==> config.mk <==
export PLATFORM = sky130hd
export DESIGN_NAME = capture_period_frequency_meter_flat
export DESIGN_NICKNAME = d
export VERILOG_FILES = /design/src/cpfm_pkg.sv /design/src/cpfm_if.sv /design/src/capture_period_frequency_meter.sv /design/src/flat_wrapper.sv
export SDC_FILE = /design/constraint.sdc
export NUM_CORES = 1
export LEC_CHECK = 0
export BUFFER_PORTS_ARGS = -buffer_cell sky130_fd_sc_hd__buf_2
export CORE_UTILIZATION = 55
export CTS_CLUSTER_SIZE = 10
export DETAILED_ROUTE_END_ITERATION = 16
export HOLD_SLACK_MARGIN = 0.02
export PLACE_DENSITY = 0.76
export SYNTH_ARGS = -nofsm -noshare
export SYNTH_HDL_FRONTEND = slang
export SYNTH_SLANG_ARGS = --single-unit
==> constraint.sdc <==
create_clock -name clk -period 3.9 [get_ports clk]
set_input_delay 0.78 -clock clk [delete_from_list [all_inputs] [get_ports clk]]
set_output_delay 0.78 -clock clk [all_outputs]
set_load 0.005 [all_outputs]
==> src/cpfm_pkg.sv <==
// ----------------------------------------------------------------------------
// cpfm_pkg: shared types and constants of the capture period frequency meter
// Field widths, reset value of the tick rate and the sequencer states.
// ----------------------------------------------------------------------------
package cpfm_pkg;

	localparam int CAP_W     = 16;
	localparam int PERIOD_W  = 17;
	localparam int FREQ_W    = 24;
	localparam int DIV_STEPS = FREQ_W;
	localparam int STEP_W    = $clog2(DIV_STEPS);

	localparam logic [PERIOD_W-1:0] COUNTER_SPAN    = PERIOD_W'(65536);
	localparam logic [FREQ_W-1:0]   TICK_RATE_RESET = FREQ_W'(1000000);

	typedef enum logic [1:0] {
		ST_IDLE,
		ST_DIV,
		ST_DONE
	} state_t;

endpackage

==> src/cpfm_if.sv <==
// ----------------------------------------------------------------------------
// cpfm_if: valid/ready channels of the capture period frequency meter
// Capture input, result output and tick rate configuration write.
// ----------------------------------------------------------------------------
interface cpfm_cap_if;
	logic                       valid;
	logic                       ready;
	logic [cpfm_pkg::CAP_W-1:0] capture_value;

	modport source (output valid, output capture_value, input ready);
	modport sink   (input valid, input capture_value, output ready);
endinterface

interface cpfm_res_if;
	logic                          valid;
	logic                          ready;
	logic [cpfm_pkg::PERIOD_W-1:0] period_ticks;
	logic [cpfm_pkg::FREQ_W-1:0]   frequency;

	modport source (output valid, output period_ticks, output frequency, input ready);
	modport sink   (input valid, input period_ticks, input frequency, output ready);
endinterface

interface cpfm_cfg_if;
	logic                        valid;
	logic                        ready;
	logic [cpfm_pkg::FREQ_W-1:0] tick_rate;

	modport source (output valid, output tick_rate, input ready);
	modport sink   (input valid, input tick_rate, output ready);
endinterface

==> src/capture_period_frequency_meter.sv <==
// ----------------------------------------------------------------------------
// capture_period_frequency_meter: period and frequency from capture pairs
// A first capture is stored and the block is ready again at once.
// A second capture runs to its result word in order: the period is formed as
// it is accepted, then the radix-2 restoring divide runs, then one load.
// No new capture is accepted until the 24-step divide loop ends and its word is loaded.
// Reset clears the pairing state and restores the tick rate to 1000000.
// ----------------------------------------------------------------------------
module capture_period_frequency_meter (
	input  logic              clk,
	input  logic              arst_n,
	cpfm_cfg_if.sink          cfg,
	cpfm_cap_if.sink          capture,
	cpfm_res_if.source        result
);

	cpfm_pkg::state_t state_q, state_d;

	logic [cpfm_pkg::FREQ_W-1:0]   tick_rate_q;
	logic                          second_q;
	logic [cpfm_pkg::CAP_W-1:0]    first_q;
	logic [cpfm_pkg::PERIOD_W-1:0] divisor_q;
	logic [cpfm_pkg::PERIOD_W-1:0] rem_q;
	logic [cpfm_pkg::FREQ_W-1:0]   quo_q;
	logic [cpfm_pkg::STEP_W-1:0]   step_q;
	logic                          res_valid_q;
	logic [cpfm_pkg::PERIOD_W-1:0] res_period_q;
	logic [cpfm_pkg::FREQ_W-1:0]   res_freq_q;

	logic                          cap_fire;
	logic                          last_step;
	logic                          load_res;
	logic [cpfm_pkg::PERIOD_W-1:0] diff;
	logic [cpfm_pkg::PERIOD_W-1:0] period;
	logic [cpfm_pkg::PERIOD_W:0]   trial;

	assign cfg.ready = 1'b1;

	assign cap_fire  = capture.valid && capture.ready;
	assign last_step = (step_q == cpfm_pkg::STEP_W'(cpfm_pkg::DIV_STEPS - 1));

	assign diff   = {1'b0, capture.capture_value} - {1'b0, first_q};
	assign period = (capture.capture_value > first_q) ? diff
	                                                  : diff + cpfm_pkg::COUNTER_SPAN;

	assign trial = {rem_q, quo_q[cpfm_pkg::FREQ_W-1]} - {1'b0, divisor_q};

	always_comb begin
		state_d = state_q;
		unique case (state_q)
			cpfm_pkg::ST_IDLE: begin
				if (cap_fire && second_q) state_d = cpfm_pkg::ST_DIV;
			end
			cpfm_pkg::ST_DIV: begin
				if (last_step) state_d = cpfm_pkg::ST_DONE;
			end
			cpfm_pkg::ST_DONE: begin
				if (!res_valid_q || result.ready) state_d = cpfm_pkg::ST_IDLE;
			end
			default: state_d = cpfm_pkg::ST_IDLE;
		endcase
	end

	always_comb begin
		capture.ready = (state_q == cpfm_pkg::ST_IDLE);
		load_res      = (state_q == cpfm_pkg::ST_DONE) && (!res_valid_q || result.ready);
	end

	always_ff @(posedge clk or negedge arst_n) begin
		if (!arst_n) begin
			state_q     <= cpfm_pkg::ST_IDLE;
			tick_rate_q <= cpfm_pkg::TICK_RATE_RESET;
			second_q    <= 1'b0;
			first_q     <= '0;
			step_q      <= '0;
			res_valid_q <= 1'b0;
		end else begin
			state_q <= state_d;
			if (cfg.valid && cfg.ready) tick_rate_q <= cfg.tick_rate;
			if (cap_fire) begin
				second_q <= !second_q;
				if (!second_q) first_q <= capture.capture_value;
			end
			if (state_q == cpfm_pkg::ST_DIV) step_q <= step_q + 1'b1;
			else step_q <= '0;
			if (load_res) res_valid_q <= 1'b1;
			else if (result.ready) res_valid_q <= 1'b0;
		end
	end

	always_ff @(posedge clk) begin
		if (cap_fire && second_q) begin
			divisor_q    <= period;
			rem_q        <= '0;
			quo_q        <= tick_rate_q;
		end else if (state_q == cpfm_pkg::ST_DIV) begin
			if (!trial[cpfm_pkg::PERIOD_W]) begin
				rem_q <= trial[cpfm_pkg::PERIOD_W-1:0];
				quo_q <= {quo_q[cpfm_pkg::FREQ_W-2:0], 1'b1};
			end else begin
				rem_q <= {rem_q[cpfm_pkg::PERIOD_W-2:0], quo_q[cpfm_pkg::FREQ_W-1]};
				quo_q <= {quo_q[cpfm_pkg::FREQ_W-2:0], 1'b0};
			end
		end
		if (load_res) begin
			res_period_q <= divisor_q;
			res_freq_q   <= quo_q;
		end
	end

	assign result.valid        = res_valid_q;
	assign result.period_ticks = res_period_q;
	assign result.frequency    = res_freq_q;

`ifndef ASSERT_OFF
	a_div_ends: assert property (@(posedge clk) disable iff (!arst_n)
		(state_q == cpfm_pkg::ST_DIV && last_step) |=> (state_q == cpfm_pkg::ST_DONE))
		else $error("divide did not end after its last step");

	a_load_shows: assert property (@(posedge clk) disable iff (!arst_n)
		load_res |=> (result.valid && state_q == cpfm_pkg::ST_IDLE))
		else $error("finished word was not presented");

	a_pair_cleared: assert property (@(posedge clk) disable iff (!arst_n)
		(state_q != cpfm_pkg::ST_IDLE) |-> !second_q)
		else $error("pairing state not cleared during a divide");

	a_period_nonzero: assert property (@(posedge clk) disable iff (!arst_n)
		result.valid |-> (result.period_ticks != '0))
		else $error("zero period in a result word");
`endif

endmodule

==> src/flat_wrapper.sv <==
// flat-port wrapper written by rule: the top's interface ports become plain ports
module capture_period_frequency_meter_flat 
  (clk, arst_n, cfg_valid, cfg_tick_rate, cfg_ready, capture_valid, capture_capture_value, capture_ready, result_valid, result_period_ticks, result_frequency, result_ready);
  cpfm_cfg_if cfg_i ();
  cpfm_cap_if capture_i ();
  cpfm_res_if result_i ();
  input  logic clk;
  input  logic arst_n;
  input wire logic [$bits(cfg_i.valid)-1:0] cfg_valid;
  input wire logic [$bits(cfg_i.tick_rate)-1:0] cfg_tick_rate;
  output wire logic [$bits(cfg_i.ready)-1:0] cfg_ready;
  input wire logic [$bits(capture_i.valid)-1:0] capture_valid;
  input wire logic [$bits(capture_i.capture_value)-1:0] capture_capture_value;
  output wire logic [$bits(capture_i.ready)-1:0] capture_ready;
  output wire logic [$bits(result_i.valid)-1:0] result_valid;
  output wire logic [$bits(result_i.period_ticks)-1:0] result_period_ticks;
  output wire logic [$bits(result_i.frequency)-1:0] result_frequency;
  input wire logic [$bits(result_i.ready)-1:0] result_ready;
  assign cfg_i.valid = cfg_valid;
  assign cfg_i.tick_rate = cfg_tick_rate;
  assign cfg_ready = cfg_i.ready;
  assign capture_i.valid = capture_valid;
  assign capture_i.capture_value = capture_capture_value;
  assign capture_ready = capture_i.ready;
  assign result_valid = result_i.valid;
  assign result_period_ticks = result_i.period_ticks;
  assign result_frequency = result_i.frequency;
  assign result_i.ready = result_ready;
  capture_period_frequency_meter u_core (.clk(clk), .arst_n(arst_n), .cfg(cfg_i), .capture(capture_i), .result(result_i));
endmodule
==> reports/qor.yml <==
outcome:
  status: "completed"
clocking:
  post_cts_buffers: 0
  cts_buffers: 17
  insertion_delay_ns: 0.42
  hold_buffers: 0
  ctsResizeCount: 0
  root_buffer: "clkbuf_16"
  cts_max_level: 4
  cts_sinks: 148
  cts_buffer_depth: 2
  cts_tree: "built"
  clk_pin_slew_ns: 0.06
die:
  core_sq_um: 12600
  start_util_pct: 56.2
  die_area_sq_um: 13300
  io_pins: 89
  num_rows: 41
  die_w_microns: 115
  die_h_microns: 115
yosys:
  synth_edf_count: 82
  syn-num-nets: 715
  synth_flop_cell: "edfxtp_1"
  yosys_warnings: 0
  synthArstFlopShare_pct: 33.1
  yosysTopAreaCell: "edfxtp_1"
  netlist.area_leader.share_pct: 34.9
  synth.area.top_cells: "edfxtp_1 35%, dfrtp_1 15%, nand2_1 6.1%"
  synth_seq_area_share_pct: 57.1
  ys_types: 55
  synth_cells: 634
  synthesis.area_sq_um: 7070
  synth-seq-cells: 148
  avgSynthCellArea_sq_um: 11.1
route:
  drt_wl_total_microns: 14300
  dr.first_iter.drc_count: 272
  via_per_inst: 5.43
  drc: 0
  vias: 4940
  routedWlPerCell_microns: 15.7
  antenna_left: 0
  dr.pass1.iters: 5
worst_hold_path:
  min_to: "u_core.result.frequency[4]"
  hp-class: "reg2reg"
  min_from: "u_core.quo_q[4]"
  holdPathStages: 0
timing:
  max_slew_margin_pct: 23.3
  rsz0062_at_grt: "no"
  fin_tns_setup_ns: 0
  post-route-period-util_pct: 70.5
  hold_viol: 0
  fin_skew_ns: 0.00656
  final-max-slew-violation-count: 0
  layout_min_cycle_time_ns: 2.75
  tightestPinTransition_ns: 1.15
  setup-violations-final: 0
  fmax_mhz: 364
layout:
  final_area_sq_um: 8310
  area_delta_synth_final_pct: 17.6
  layout.nets: 806
  drive_gt1_share_pct: 22.0
  antennaDiodeCount: 0
  nFillCells: 953
critical_path:
  worst_setup_path_end_kind: "flip-flop"
  r2r-start: "u_core.quo_q[23]"
  worst_setup_path_start_kind: "flip-flop"
  r2r_slack_ns: 1.15
  arrival_ns: 3.08
  crit_required_ns: 4.23
  worstReg2RegEnd: "u_core.rem_q[14]"
  path_max_fanout: 4
  ff2ff_path_depth: 10
  criticalPathCategory: "reg2reg"
place:
  placed_cell_area_sq_um: 7670
  place_hpwl_microns: 9610
  place.gp.congestion: 0.919
  io_buffers: 87
power:
  total_leakage_power_nw: 3.60
  p_per_area_nw_per_um2: 808
  vdd_drop_max_uv: 523
flow_run:
  drv_cap: 0
global_routing:
  antenna_found_initial: 0
  gr-total-overflow: 0
  grtUsageTotal_pct: 22.8
  grt_first_pass_wirelength_microns: 22800
  grt_max_degree: 50
  grt_pass1_vias: 4806
-- layout by cell type (no fill, tap or decap), types with 5 or more instances in the layout --
cell / n
mux2i_1: 10
nor2b_1: 6
o211ai_1: 7
ha_1: 34
nand2_1: 114
nand3_1: 18
nand3b_1: 5
dfxtp_1: 17
buf_4: 7
bufinv_16: 5
a21oi_1: 22
xor2_1: 13
o21ai_1: 7
clkbuf_16: 17
o21ai_0: 35
xnor2_1: 15
a21o_1: 10
dfstp_2: 7
edfxtp_1: 82
nor2_1: 27
inv_1: 43
dfrtp_1: 42
nand2b_1: 5
nor3_1: 9
o21a_1: 7
mux2_2: 26
buf_2: 87
-- final cells by class --
type | instances | area, sq um | share of cell area [%]
Sequential cell | 148 | 4040 | 48.6
Tap cell | 172 | 215 | 2.59
Clock inverter | 14 | 208 | 2.50
Multi-Input combinational cell | 420 | 2770 | 33.3
Clock buffer | 18 | 429 | 5.16
Timing Repair Buffer | 94 | 488 | 5.87
Inverter | 44 | 165 | 1.99
-- worst max-delay path by stage --
stage | end | start | slack [ns] | depth (start not counted)
after floorplan | u_core.result.frequency[0] | result_ready | 0.70 | 2
after global placement | u_core.divisor_q[7] | capture_capture_value[1] | 0.91 | 9
after detailed placement | u_core.divisor_q[7] | capture_capture_value[1] | 0.79 | 9
after CTS | u_core.rem_q[14] | u_core.quo_q[23] | 1.12 | 10
after global routing | u_core.rem_q[14] | u_core.quo_q[23] | 0.93 | 10
final | u_core.rem_q[14] | u_core.quo_q[23] | 1.15 | 10
-- Yosys cell counts, types with 4 or more instances --
master,number
dfrtp_1,42
nor2_1,27
nand4_1,4
o211ai_1,7
nand2_1,114
xnor2_1,15
xor2_1,13
nor2b_1,7
a21oi_1,22
nor3_1,9
dfstp_2,7
nand3b_1,5
mux2i_1,10
nand2b_1,5
a21o_1,10
dfxtp_1,17
edfxtp_1,82
o21ai_1,7
ha_1,34
inv_1,43
mux2_2,26
clkbuf_1,17
o21a_1,7
nand3_1,18
o21ai_0,35
-- critical path, cell delays in order (launching register included) --
cell and delay [ns]:
edfxtp_1 0.36, inv_1 0.06, ha_1 0.22, fa_1 0.41, nor2b_1 0.18, o31a_1 0.21, o22ai_1 0.17, o31ai_1 0.54
a31oi_1 0.18, xor2_1 0.17, o211ai_1 0.17
-- registers in the layout, summed over array words and instances, names as in the netlist --
| name | cells |
|---|---|
| u_core.quo_q | 24 |
| u_core.result.frequency | 24 |
| u_core.tick_rate_q | 24 |
| u_core.divisor_q | 17 |
| u_core.rem_q | 17 |
| u_core.result.period_ticks | 17 |
| u_core.first_q | 16 |
| u_core.step_q | 5 |
| u_core.state_q | 2 |
| u_core.result.valid | 1 |
| u_core.second_q | 1 |
-- power breakdown --
part	internal (mW)	switching, mW	total [mW]
Combinational	1.07	1.42	2.50
Sequential	2.24	0.230	2.47
Clock	1.13	0.625	1.76
-- routing by layer --
layer / track usage [%] / vias up / wire, microns
li1: - / 2417 / -
met1: 28.1 / 2387 / 6370
met2: 37.5 / 116 / 7050
met3: 6.27 / 20 / 608
met4: 10.3 / 0 / 246
met5: 0 / - / 0
-- kinds of logic (layout without fill, tap and decap cells) --
| logic type | count (synthesis) | count (layout) | synth area share [%] |
|---|---|---|---|
| other | 1 | 1 | 0.0531 |
| buffers and inverters | 66 | 170 | 3.81 |
| muxes | 36 | 36 | 5.56 |
| adders and majority gates | 36 | 36 | 6.59 |
| and+or+nand+nor | 200 | 200 | 12.4 |
| DFF | 148 | 148 | 57.1 |
| AOI/OAI and AO/OA | 119 | 119 | 10.9 |
| xor gates and xnor gates | 28 | 28 | 3.47 |
-- per-stage QoR --
step	utilization, %	power, mW	setup WS (ns)	hold WS [ns]	std cells
after floorplan	-	4.40	0.697	0.426	634
after global placement	61.0	4.80	0.912	0.430	878
after detailed placement	61.0	4.92	0.787	0.434	878
after CTS	66.1	6.74	1.12	0.448	910
after global routing	66.1	7.15	0.928	0.460	910
final	66.1	6.72	1.15	0.451	910
(Power assumes the default switching activity.)
